File: src/rtl/jdm_pkg.sv
// shared types and constants for the joystick differential mixer
package jdm_pkg;

    // default stick sample width, Q1.(bits-1)
    localparam int JDM_SAMPLE_BITS = 16;

    // sequencer states
    typedef enum logic [3:0] {
        ST_IDLE,
        ST_CLASSIFY,
        ST_MUL_X,
        ST_MUL_Y,
        ST_CMP,
        ST_MAG,
        ST_SQRT,
        ST_RN,
        ST_DIV,
        ST_MD_START,
        ST_MD_A,
        ST_MD_B,
        ST_FINAL,
        ST_OUTPUT
    } jdm_state_t;

endpackage

File: src/rtl/jdm_subcmp.sv
// shared subtract and compare unit used by every iterative step
module jdm_subcmp
    import jdm_pkg::*;
#(
    parameter int WIDTH = 2 * JDM_SAMPLE_BITS + 1
) (
    input  logic [WIDTH-1:0] a,
    input  logic [WIDTH-1:0] b,
    output logic [WIDTH-1:0] diff,
    output logic             ge
);

    logic borrow;

    // single subtract, the borrow gives the compare
    assign {borrow, diff} = {1'b0, a} - {1'b0, b};
    assign ge = ~borrow;

endmodule

File: src/rtl/joystick_differential_mixer_top.sv
// joystick differential mixer: stick store, sequencer and iterative datapath
// An accepted word goes straight from classification to output when an axis is in the dead zone,
// otherwise it runs at most a sqrt of SAMPLE_BITS steps,
// radius rescale of SAMPLE_BITS-1 steps and cosine scaling of one or two steps per radius bit,
// all on the one shared subtract/compare unit; a new word is taken only back in ST_IDLE.
// Reset (aresetn, synchronous, active low) clears both stick positions, the dead zone
// and the sequencer at once; a finished result waiting on m_ready does not block the next word.
module joystick_differential_mixer_top
    import jdm_pkg::*;
#(
    parameter int SAMPLE_BITS = JDM_SAMPLE_BITS
) (
    input  logic                          aclk,
    input  logic                          aresetn,
    // configuration
    input  logic                          cfg_wr_en,
    input  logic [SAMPLE_BITS-2:0]        cfg_wr_data,
    // input words
    input  logic                          s_valid,
    output logic                          s_ready,
    input  logic                          s_op,
    input  logic signed [SAMPLE_BITS-1:0] s_axis_value,
    // result words
    output logic                          m_valid,
    input  logic                          m_ready,
    output logic signed [SAMPLE_BITS-1:0] m_left_drive,
    output logic signed [SAMPLE_BITS-1:0] m_right_drive
);

    localparam int W  = SAMPLE_BITS;
    localparam int UW = 2 * W + 1;
    localparam int CW = $clog2(W);
    localparam logic [W-1:0] ONE_W = {1'b1, {(W-1){1'b0}}};
    localparam logic signed [W:0] MAX_V = {2'b00, {(W-1){1'b1}}};
    localparam logic signed [W:0] MIN_V = {2'b11, {(W-1){1'b0}}};

    jdm_state_t state_reg, state_next;

    logic signed [W-1:0] stick_x_reg, stick_x_next;
    logic signed [W-1:0] stick_y_reg, stick_y_next;
    logic [W-2:0]        dead_zone_reg;
    logic [W-1:0]        ax_reg, ax_next;
    logic [W-1:0]        ay_reg, ay_next;
    logic [2*W-1:0]      xx_reg, xx_next;
    logic [2*W-1:0]      yy_reg, yy_next;
    logic [2*W-1:0]      r2_reg, r2_next;
    logic [2*W-1:0]      mag_reg, mag_next;
    logic                ygex_reg, ygex_next;
    logic [UW-1:0]       rem_reg, rem_next;
    logic [W-1:0]        root_reg, root_next;
    logic [2*W-1:0]      sq_src_reg, sq_src_next;
    logic [W-1:0]        q_reg, q_next;
    logic [W-1:0]        rn_reg, rn_next;
    logic [W-1:0]        div_d_reg, div_d_next;
    logic [CW-1:0]       cnt_reg, cnt_next;
    logic signed [W-1:0] res_left_reg, res_left_next;
    logic signed [W-1:0] res_right_reg, res_right_next;
    logic                m_valid_reg, m_valid_next;
    logic signed [W-1:0] m_left_reg, m_left_next;
    logic signed [W-1:0] m_right_reg, m_right_next;

    logic [W-1:0]        abs_x, abs_y;
    logic                dead_x, dead_y;
    logic signed [W:0]   x_ext, y_ext, neg_x, neg_y;
    logic signed [W:0]   rs, rc_pos, rc, neg_rs, neg_rc;
    logic                x_neg, x_zero, y_neg, y_zero;
    logic [W-1:0]        mul_op;
    logic [2*W-1:0]      prod;
    logic [UW-1:0]       alu_a, alu_b, alu_diff;
    logic                alu_ge;

    // clamp to the signed sample range
    function automatic logic signed [W-1:0] sat(input logic signed [W:0] v);
        logic signed [W:0] t;
        t = v;
        if (v > MAX_V) begin
            t = MAX_V;
        end else if (v < MIN_V) begin
            t = MIN_V;
        end
        return t[W-1:0];
    endfunction

    // shared arithmetic unit
    jdm_subcmp #(
        .WIDTH (UW)
    ) u_subcmp (
        .a    (alu_a),
        .b    (alu_b),
        .diff (alu_diff),
        .ge   (alu_ge)
    );

    // one squaring multiplier, reused for both axes
    assign prod = (2*W)'(mul_op) * (2*W)'(mul_op);

    // axis magnitudes and dead zone tests
    assign abs_x  = stick_x_reg[W-1] ? (~stick_x_reg + W'(1)) : stick_x_reg;
    assign abs_y  = stick_y_reg[W-1] ? (~stick_y_reg + W'(1)) : stick_y_reg;
    assign dead_x = abs_x < {1'b0, dead_zone_reg};
    assign dead_y = abs_y < {1'b0, dead_zone_reg};
    assign x_ext  = {stick_x_reg[W-1], stick_x_reg};
    assign y_ext  = {stick_y_reg[W-1], stick_y_reg};
    assign neg_x  = -x_ext;
    assign neg_y  = -y_ext;

    // quadrant flags and signed radius and cosine terms
    assign x_neg  = stick_x_reg[W-1];
    assign y_neg  = stick_y_reg[W-1];
    assign x_zero = (stick_x_reg == '0);
    assign y_zero = (stick_y_reg == '0);
    assign rs     = {1'b0, rn_reg};
    assign rc_pos = {1'b0, q_reg};
    assign rc     = ygex_reg ? rc_pos : -rc_pos;
    assign neg_rs = -rs;
    assign neg_rc = -rc;

    assign s_ready       = (state_reg == ST_IDLE);
    assign m_valid       = m_valid_reg;
    assign m_left_drive  = m_left_reg;
    assign m_right_drive = m_right_reg;

    // state and control registers
    always_ff @(posedge aclk) begin
        if (!aresetn) begin
            state_reg     <= ST_IDLE;
            m_valid_reg   <= 1'b0;
            stick_x_reg   <= '0;
            stick_y_reg   <= '0;
            dead_zone_reg <= '0;
        end else begin
            state_reg   <= state_next;
            m_valid_reg <= m_valid_next;
            stick_x_reg <= stick_x_next;
            stick_y_reg <= stick_y_next;
            if (cfg_wr_en) begin
                dead_zone_reg <= cfg_wr_data;
            end
        end
    end

    // datapath registers
    always_ff @(posedge aclk) begin
        ax_reg        <= ax_next;
        ay_reg        <= ay_next;
        xx_reg        <= xx_next;
        yy_reg        <= yy_next;
        r2_reg        <= r2_next;
        mag_reg       <= mag_next;
        ygex_reg      <= ygex_next;
        rem_reg       <= rem_next;
        root_reg      <= root_next;
        sq_src_reg    <= sq_src_next;
        q_reg         <= q_next;
        rn_reg        <= rn_next;
        div_d_reg     <= div_d_next;
        cnt_reg       <= cnt_next;
        res_left_reg  <= res_left_next;
        res_right_reg <= res_right_next;
        m_left_reg    <= m_left_next;
        m_right_reg   <= m_right_next;
    end

    // sequencer: next state, unit operands and datapath updates
    always_comb begin
        state_next     = state_reg;
        stick_x_next   = stick_x_reg;
        stick_y_next   = stick_y_reg;
        ax_next        = ax_reg;
        ay_next        = ay_reg;
        xx_next        = xx_reg;
        yy_next        = yy_reg;
        r2_next        = r2_reg;
        mag_next       = mag_reg;
        ygex_next      = ygex_reg;
        rem_next       = rem_reg;
        root_next      = root_reg;
        sq_src_next    = sq_src_reg;
        q_next         = q_reg;
        rn_next        = rn_reg;
        div_d_next     = div_d_reg;
        cnt_next       = cnt_reg;
        res_left_next  = res_left_reg;
        res_right_next = res_right_reg;
        m_left_next    = m_left_reg;
        m_right_next   = m_right_reg;
        m_valid_next   = m_valid_reg && !m_ready;
        mul_op         = ax_reg;
        alu_a          = '0;
        alu_b          = '0;

        unique case (state_reg)
            ST_IDLE: begin
                if (s_valid) begin
                    if (s_op) begin
                        stick_x_next = s_axis_value;
                    end else begin
                        stick_y_next = s_axis_value;
                    end
                    state_next = ST_CLASSIFY;
                end
            end

            // dead zone cases finish here
            ST_CLASSIFY: begin
                ax_next = abs_x;
                ay_next = abs_y;
                if (dead_x && dead_y) begin
                    res_left_next  = '0;
                    res_right_next = '0;
                    state_next     = ST_OUTPUT;
                end else if (dead_x) begin
                    res_left_next  = sat(neg_y);
                    res_right_next = sat(neg_y);
                    state_next     = ST_OUTPUT;
                end else if (dead_y) begin
                    res_left_next  = sat(x_ext);
                    res_right_next = sat(neg_x);
                    state_next     = ST_OUTPUT;
                end else begin
                    state_next = ST_MUL_X;
                end
            end

            ST_MUL_X: begin
                mul_op     = ax_reg;
                xx_next    = prod;
                state_next = ST_MUL_Y;
            end

            ST_MUL_Y: begin
                mul_op     = ay_reg;
                yy_next    = prod;
                state_next = ST_CMP;
            end

            // sign of y^2 - x^2 and the squared radius
            ST_CMP: begin
                alu_a      = {1'b0, yy_reg};
                alu_b      = {1'b0, xx_reg};
                ygex_next  = alu_ge;
                r2_next    = xx_reg + yy_reg;
                state_next = ST_MAG;
            end

            // |y^2 - x^2|, then set up the root
            ST_MAG: begin
                alu_a       = ygex_reg ? {1'b0, yy_reg} : {1'b0, xx_reg};
                alu_b       = ygex_reg ? {1'b0, xx_reg} : {1'b0, yy_reg};
                mag_next    = alu_diff[2*W-1:0];
                rem_next    = '0;
                root_next   = '0;
                sq_src_next = r2_reg;
                cnt_next    = CW'(W - 1);
                state_next  = ST_SQRT;
            end

            // one root bit per cycle
            ST_SQRT: begin
                alu_a       = {rem_reg[UW-3:0], sq_src_reg[2*W-1 -: 2]};
                alu_b       = {{(UW-W-2){1'b0}}, root_reg, 2'b01};
                rem_next    = alu_ge ? alu_diff : alu_a;
                root_next   = {root_reg[W-2:0], alu_ge};
                sq_src_next = {sq_src_reg[2*W-3:0], 2'b00};
                if (cnt_reg == '0) begin
                    state_next = ST_RN;
                end else begin
                    cnt_next = cnt_reg - CW'(1);
                end
            end

            // clamp or start the dead zone rescale
            ST_RN: begin
                alu_a      = {{(UW-W){1'b0}}, root_reg};
                alu_b      = {{(UW-W+1){1'b0}}, dead_zone_reg};
                div_d_next = ONE_W - {1'b0, dead_zone_reg};
                if (root_reg[W-1]) begin
                    rn_next    = ONE_W;
                    state_next = ST_MD_START;
                end else if (!alu_ge) begin
                    rn_next    = '0;
                    state_next = ST_MD_START;
                end else begin
                    rem_next   = alu_diff;
                    q_next     = '0;
                    cnt_next   = CW'(W - 2);
                    state_next = ST_DIV;
                end
            end

            // restoring division, one quotient bit per cycle
            ST_DIV: begin
                alu_a    = {rem_reg[UW-2:0], 1'b0};
                alu_b    = {{(UW-W){1'b0}}, div_d_reg};
                rem_next = alu_ge ? alu_diff : alu_a;
                q_next   = {q_reg[W-2:0], alu_ge};
                if (cnt_reg == '0) begin
                    rn_next    = {q_reg[W-2:0], alu_ge};
                    state_next = ST_MD_START;
                end else begin
                    cnt_next = cnt_reg - CW'(1);
                end
            end

            ST_MD_START: begin
                rem_next = '0;
                q_next   = '0;
                cnt_next = CW'(W - 1);
                if (r2_reg == '0) begin
                    state_next = ST_FINAL;
                end else begin
                    state_next = ST_MD_A;
                end
            end

            // radius times magnitude over r^2: doubling step
            ST_MD_A: begin
                alu_a    = {rem_reg[UW-2:0], 1'b0};
                alu_b    = {1'b0, r2_reg};
                rem_next = alu_ge ? alu_diff : alu_a;
                q_next   = {q_reg[W-2:0], alu_ge};
                if (rn_reg[cnt_reg]) begin
                    state_next = ST_MD_B;
                end else if (cnt_reg == '0) begin
                    state_next = ST_FINAL;
                end else begin
                    cnt_next = cnt_reg - CW'(1);
                end
            end

            // add step for a set radius bit
            ST_MD_B: begin
                alu_a    = rem_reg + {1'b0, mag_reg};
                alu_b    = {1'b0, r2_reg};
                rem_next = alu_ge ? alu_diff : alu_a;
                q_next   = q_reg + W'(alu_ge);
                if (cnt_reg == '0) begin
                    state_next = ST_FINAL;
                end else begin
                    cnt_next   = cnt_reg - CW'(1);
                    state_next = ST_MD_A;
                end
            end

            // quadrant mapping
            ST_FINAL: begin
                if (!x_neg && y_neg) begin
                    res_left_next  = sat(rs);
                    res_right_next = sat(rc);
                end else if (!x_neg && !x_zero && !y_neg) begin
                    res_left_next  = sat(neg_rc);
                    res_right_next = sat(neg_rs);
                end else if (x_neg && (y_neg || y_zero)) begin
                    res_left_next  = sat(rc);
                    res_right_next = sat(rs);
                end else begin
                    res_left_next  = sat(neg_rs);
                    res_right_next = sat(neg_rc);
                end
                state_next = ST_OUTPUT;
            end

            // hand the word to the output register once it is free
            ST_OUTPUT: begin
                if (!m_valid_reg || m_ready) begin
                    m_left_next  = res_left_reg;
                    m_right_next = res_right_reg;
                    m_valid_next = 1'b1;
                    state_next   = ST_IDLE;
                end
            end

            default: begin
                state_next = ST_IDLE;
            end
        endcase
    end

`ifndef NO_ASSERTIONS
    // a new result appears only from the output state
    a_valid_from_output: assert property (@(posedge aclk) disable iff (!aresetn)
        $rose(m_valid_reg) |-> $past(state_reg == ST_OUTPUT))
        else $error("result valid rose outside the output state");

    // division remainder stays below the divisor
    a_div_rem: assert property (@(posedge aclk) disable iff (!aresetn)
        (state_reg == ST_DIV) |-> (rem_reg < {{(UW-W){1'b0}}, div_d_reg}))
        else $error("division remainder out of range");

    // scaling remainder stays below r^2
    a_md_rem: assert property (@(posedge aclk) disable iff (!aresetn)
        (state_reg == ST_MD_A || state_reg == ST_MD_B) |-> (rem_reg < {1'b0, r2_reg}))
        else $error("scaling remainder out of range");

    // cosine term never exceeds the radius
    a_cos_bound: assert property (@(posedge aclk) disable iff (!aresetn)
        (state_reg == ST_FINAL) |-> (q_reg <= rn_reg))
        else $error("cosine term larger than radius");
`endif

endmodule
File: config.mk
export PLATFORM = sky130hd
export DESIGN_NAME = joystick_differential_mixer_top
export DESIGN_NICKNAME = d
export VERILOG_FILES = /design/src/rtl/jdm_pkg.sv /design/src/rtl/jdm_subcmp.sv /design/src/rtl/joystick_differential_mixer_top.sv
export SDC_FILE = /design/constraint.sdc
export NUM_CORES = 2
export LEC_CHECK = 0
export BUFFER_PORTS_ARGS = -buffer_cell sky130_fd_sc_hd__clkbuf_2
export CAP_MARGIN = 20
export CORE_AREA = 2 2 252 254
export CTS_BUF_LIST = sky130_fd_sc_hd__clkbuf_4 sky130_fd_sc_hd__clkbuf_8
export DETAILED_ROUTE_END_ITERATION = 8
export DIE_AREA = 0 0 254 256
export HOLD_SLACK_MARGIN = 0.02
export MAX_ROUTING_LAYER = met4
export PLACE_DENSITY_LB_ADDON = 0.12
export SLEW_MARGIN = 15
export SYNTH_ARGS = -nofsm -noshare
export SYNTH_HDL_FRONTEND = slang
export SYNTH_HIERARCHICAL = 1
export SYNTH_SLANG_ARGS = --single-unit
File: constraint.sdc
create_clock -name aclk -period 27.5 [get_ports aclk]
set_input_delay 4.125 -clock aclk [delete_from_list [all_inputs] [get_ports aclk]]
set_output_delay 4.125 -clock aclk [all_outputs]
set_load 0.005 [all_outputs]
Word level (Yosys, flattened, before mapping)

Index checks and enable logic that the tools add are counted.

Multipliers: 1
Eq/ne operators: 23
Multiplexer cells: 74
$add $sub $neg: 13
$lt $le $gt $ge: 17
Reduce and logical (&&, ||, !) cells: 37
Bitwise logic cells: 4

Operators with widths:

| kind                  | number |
|---|---|
| $mux 16               | 34 |
| $pmux 33 s6           | 1 |
| $pmux 32 s6           | 1 |
| $mux 33               | 5 |
| $pmux 33 s5           | 1 |
| $pmux 16 s2           | 4 |
| $lt 17x16->1 const B  | 6 |
| $gt 17x16->1 const B  | 5 |
| $neg 16->17           | 4 |
| $mux 32               | 2 |
| $pmux 16 s4           | 1 |
| $pmux 32 s2           | 1 |
| $pmux 4 s14           | 1 |
| $mux 4                | 13 |
| $sub 33x32->34        | 1 |
| $add 33x32->33        | 1 |
| $add 16x2->16 const B | 2 |
| $add 32x32->32        | 1 |
| $logic_not 16->1      | 2 |
| $logic_not 32->1      | 1 |
| $lt 16x15->1          | 2 |
| $mul 16x16->32        | 1 |
| $not 16->16           | 2 |
| $eq 4x4->1 const B    | 6 |
| other kinds (34)      | 71 |

Input bits: 37
Logic and storage cells: 192
Output and inout bits: 34
Flip-flop bits (word level): 410

Logic depth before layout (Yosys ltp)

Depth after elaboration: 10
Depth in mapped cells: 33
Depth with buffers taken out: 31

Modules after synthesis

The synthesis kept the hierarchy.

Modules (own cells, without submodules):

| module                          | area an instance (µm²) | seq. area each (µm²) | instances | cells an instance |
|---|---|---|---|---|
| joystick_differential_mixer_top | 31944.4                | 11731.3              | 1         | 3388 |
| jdm_subcmp                      | 2005.7                 | 0.0                  | 1         | 294 |

Worst setup path after synthesis

OpenSTA, ideal clock, no wires.

Kind: register to register
Start point: reg state_reg[0]
End point: reg cnt_reg[0], enable pin
Setup time: 316 ps
Buffers on the path: 5
Clock period less this slack: 9384 ps
Required time: 27184 ps
Setup slack: 18116 ps
Arrival time: 9069 ps
Cell stages (with the launch flop): 23
Path through: dfxtp_1 clkbuf_1 nand2b_1 nor3_1 a21o_1 clkbuf_1 clkbuf_1 a222oi_1 inv_1 inv_1 ha_1 clkbuf_1 nand4_1 nor4_1 nand2_1 a21oi_1 nor3_1 o21ai_0 clkbuf_1 inv_1 o21ai_0 a21boi_0 and3_1

Longest elaborated chain between the ends: 6
Elaborated cells between the ends (all ways): 20
Those cells by class: add/sub (1); eq/ne (11); mux (2); reduce/logical (6)

RTL lines:

| item                                  | line                                   | RTL |
|---|---|---|
| start, declared                       | joystick_differential_mixer_top.sv:37  | `jdm_state_t state_reg, state_next;` |
| start signal, assigned                | joystick_differential_mixer_top.sv:132 | `state_reg <= state_next;` |
| $eq 4x4->1                            | joystick_differential_mixer_top.sv:192 | `unique case (state_reg)` |
| $reduce_or 2->1 (no source line)      | n/a                                    |  |
| $pmux 32 s6 (*)                       | joystick_differential_mixer_top.sv:192 |  |
| net alu_b[19]                         | joystick_differential_mixer_top.sv:69  | `logic [UW-1:0] alu_a, alu_b, alu_diff;` |
| $sub 33x32->34 (*)                    | jdm_subcmp.sv:16                       | `assign {borrow, diff} = {1'b0, a} - {1'b0, b};` |
| $ne 2x2->1 (no source line) (*)       | n/a                                    |  |
| $reduce_and 4->1 (no source line) (*) | n/a                                    |  |
| end signal, assigned                  | joystick_differential_mixer_top.sv:157 | `cnt_reg <= cnt_next;` |
| end, declared                         | joystick_differential_mixer_top.sv:55  | `logic [CW-1:0] cnt_reg, cnt_next;` |

The timed path passes the listed nets; every way through them passes the cells marked *.
A chain may end at the register's enable or synchronous reset.

Worst setup path in the final report

Start point: reg state_reg[1]
End point: reg yy_reg[31], data pin

Longest elaborated chain between the ends: 3

RTL lines:

| item                 | line                                   | RTL |
|---|---|---|
| $eq 4x2->1           | joystick_differential_mixer_top.sv:192 |  |
| $mux 16              | joystick_differential_mixer_top.sv:192 |  |
| $mul 16x16->32       | joystick_differential_mixer_top.sv:95  | `assign prod = (2*W)'(mul_op) * (2*W)'(mul_op);` |
| net prod[31]         | joystick_differential_mixer_top.sv:68  | `logic [2*W-1:0] prod;` |
| end signal, assigned | joystick_differential_mixer_top.sv:147 | `yy_reg <= yy_next;` |
| end, declared        | joystick_differential_mixer_top.sv:45  | `logic [2*W-1:0] yy_reg, yy_next;` |

The timed path passes the listed nets, and every way through them passes these cells.

==> qor_table.md <==
| Step | Metric | Reported |
|:---|:---|:---|
| timing | Worst-Margin Slew | 1.047 ns |
| min path | Source of the worst hold timing path | res_right_reg[7] |
| floorplanning | Overall die area | 65020 um^2 |
| route | Number of vias in the routed layout | 28552 |
| critical path | Critical Path Fanout Max | 51 |
| logic synthesis | Synth Area in Compound Gates | 16.98% |
| floorplanning | Initial core utilization | 54.42% |
| timing | Post-Route Hold Slack | 0.4204 ns |
| timing | Setup repair after global routing missed its margin | false |
| logic synthesis | Async S/R FF share, synth | 0% |
| floorplanning | Horizontal die dimension | 254 um |
| place | Routability congestion estimate from global placement | 0.9940 |
| timing | Number of pins with negative max-slew slack in the final report | 0 |
| route | Routed via count divided by cell count | 6.227 |
| logic synthesis | Mean post-synth cell area | 9.221 um^2 |
| clock network | Number of sinks driven by the clock tree | 408 |
| grt | Vias in the first global route | 27762 |
| critical path | Type of origin of the critical path | flop |
| floorplanning | Top-Level Pins | 71 |
| route | Number of optimization iterations in the first detailed-route pass | 8 |
| clock network | Num CTS Buffers | 71 |
| logic synthesis | Xor/xnor cell area share of the yosys netlist | 5.937% |
| clock network | Clock-pin slew of the registers on the worst-case setup and hold paths | 0.06 ns |
| timing | Final Hold Violating Endpoints | 0 |
| timing | Tcrit/Tclk final | 35.82% |
| logic synthesis | Post-synth EDFFs | 356 |
| logic synthesis | Most frequent cells after synthesis | sky130_fd_sc_hd__nand2_1, sky130_fd_sc_hd__edfxtp_1, sky130_fd_sc_hd__inv_1, sky130_fd_sc_hd__nor2_1, sky130_fd_sc_hd__ha_1 |
| critical path | Crit. Startpoint | state_reg[1] |
| timing | Final setup vio count | 0 |
| route | Final antenna-violating net count | 0 |
| grt | Number of antenna violations at the first check in global routing | 1 |
| logic synthesis | Post-Synth Simple-Gate Area | 16.44% |
| cells and area | NumNets Final | 4117 |
| cells and area | Filler cells | 5527 |
| min path | Class of the most critical hold timing path | flop to flop |
| flow run | # Max-Cap Violations | 0 |
| clock network | CTS tree | done |
| clock network | Quantity of gates resized following cts | 0 |
| clock network | Largest buffer count on any clock path | 3 |
| clock network | Total setup buffers inserted after CTS | 0 |
| critical path | Library cell contributing the largest single delay on the critical path | sky130_fd_sc_hd__dfxtp_1 |
| logic synthesis | Register area share after synthesis | 34.55% |
| place | Number of buffers inserted by port buffering | 70 |
| critical path | Crit path DAT | 10.24 ns |
| floorplanning | Die height | 256 um |
| critical path | Worst R2R Start | state_reg[1] |
| critical path | Critical path class | flop to flop |
| timing | Clock skew | 0.06208 ns |
| logic synthesis | Net count after synthesis | 4119 |
| clock network | Post-CTS Hold Fix Bufs | 0 |
| floorplanning | Rows | 92 |
| cells and area | Number of flip-flops under the largest register name | 33 |
| logic synthesis | Post-synthesis instance total | 3682 |
| clock network | Clock root buffer master | sky130_fd_sc_hd__clkbuf_8 |
| grt | Global-route wire length before repair | 163600 um |
| logic synthesis | Netlist area before placement | 33950 um^2 |
| logic synthesis | Dominant combinational cell family by area after synthesis | adder cells |
| logic synthesis | Post-synthesis adder-cell area fraction | 18.51% |
| critical path | Critical path data required time | 27.89 ns |
| route | Total detailed-routing wirelength | 105700 um |
| logic synthesis | Top cells by area in the synthesized netlist | sky130_fd_sc_hd__edfxtp_1, sky130_fd_sc_hd__fa_1, sky130_fd_sc_hd__ha_1 |
| route | Initial detailed-routing violation count | 3442 |
| cells and area | Layout area overhead | 7.721% |
| logic synthesis | Mux contribution to synthesized area | 1.603% |
| logic synthesis | Library cell with the highest instance count after synthesis | sky130_fd_sc_hd__nand2_1 |
| grt | GR Overflow Total | 0 |
| timing | Tightest slew margin relative to the limit | 30.07% |
| clock network | Number of H-tree levels | 3 |
| logic synthesis | Netlist cell types | 99 |
| grt | GRT Resource Usage Total | 33.48% |
| place | HPWL after detailed placement | 81570 um |
| logic synthesis | Leading area contributor after synthesis | sky130_fd_sc_hd__edfxtp_1 |
| timing | Timing-limited maximum frequency | 101.5 MHz |
| critical path | Endpoint type of the worst setup path | flop |
| cells and area | Share of post-route cells with drive strength above 1 | 8.668% |
| floorplanning | Core footprint | 62390 um^2 |
| route | Number of design rule violations left after detail routing | 0 |
| critical path | CP dominant cell by count | sky130_fd_sc_hd__fa_1 |
| logic synthesis | Syn. warnings | 6 |
| logic synthesis | Post-synth top area share | 31.49% |
| logic synthesis | FF+latch count, synth | 408 |
| timing | Time the worst path needs with I/O delays and setup | 9.852 ns |
| grt | Largest net degree at the start of global routing | 81 |
| logic synthesis | Top FF cell, synth | sky130_fd_sc_hd__edfxtp_1 |
| clock network | Insertion delay to the later sink of the worst-skew pair | 0.70 ns |
| route | Final routed wire length divided by cell count | 23.06 um |
| timing | Setup TNS after final layout | 0 ns |
| critical path | Delay of the slowest cell on the worst path | 0.68 ns |
| run status | Status | finished clean |
-- cells in the final DEF, fill, tap and decap left out, drive strengths merged, types with 16 or more instances in the layout --
cell,count
a21boi,43
o21ai,180
or3,22
edfxtp,356
nand3,66
clkinv,26
a221oi,33
dfxtp,52
a22oi,20
nand4,51
o211ai,16
o221ai,24
nor2b,36
a21o,78
and2,41
nor4,25
ha,235
xor2,64
o21a,29
inv,334
and3,17
clkbuf,171
buf,48
nand2b,45
nor2,298
a21oi,205
xnor2,161
nor3,71
a31oi,24
fa,165
a222oi,49
nand2,493
mux2i,33
a211oi,29
-- layout make-up --
class	instances	area [um^2]	area share, %
Clock buffer	101	1234	3.373
Sequential cell	408	11730	32.08
Multi-Input combinational cell	2745	20310	55.52
Inverter	336	1261	3.449
Timing Repair Buffer	118	710.7	1.943
Tap cell	846	1059	2.894
Antenna cell	1	2.502	0.006843
Clock inverter	30	267.8	0.7322
-- worst paths after layout --
path | endpoint | slack [ns] | cells after the start
worst max-delay path | yy_reg[31] | 17.65 | 29
worst min-delay path | m_right_drive[7] | 0.42 | 0
worst max register to register | yy_reg[31] | 17.65 | 29
worst min register to register | m_right_drive[7] | 0.42 | 0
-- cell families (layout without fill, tap and decap cells) --
kind of cell / after synthesis / after routing
multiplexers: 47 / 47
AND/OR/NAND/NOR: 1222 / 1222
other: 1 / 2
XOR/XNOR: 226 / 226
AO/OA/AOI/OAI: 845 / 845
flip-flops: 408 / 408
adder cells (fa/ha/maj): 404 / 404
buffers and inverters: 529 / 585
-- per-layer routing --
layer,wire length [um],global-route usage (%),up-vias
met5,0,-,-
met4,2173,7.958,0
met3,9625,5.329,137
met2,45630,48.20,1429
met1,48290,49.41,13907
li1,-,-,13079
-- critical path, delay by kind of cell (launching register included) --
| family | cells | cell delay, ns |
|---|---|---|
| adder cells (fa/ha/maj) | 7 | 3.39 |
| AO/OA/AOI/OAI | 9 | 2.15 |
| buffers and inverters | 7 | 1.49 |
| AND/OR/NAND/NOR | 4 | 0.98 |
| flip-flops | 1 | 0.68 |
| multiplexers | 1 | 0.68 |
| XOR/XNOR | 1 | 0.13 |
-- metrics by stage --
step           instances  area [um^2]  utilization (%)  setup slack (ns)
3_5_place_dp        4453        35060            56.20             17.74
5_1_grt             4585        36570            58.62             16.97
2_1_floorplan       3682        33950                -             18.12
6_report            4585        36570            58.62             17.65
4_1_cts             4584        36560            58.61             17.68
3_3_place_gp        4453        35060            56.20             18.06
Power is left out: the tool's default activity adds up to more than one toggle a clock period on the data nets, which glitch-free logic cannot reach.
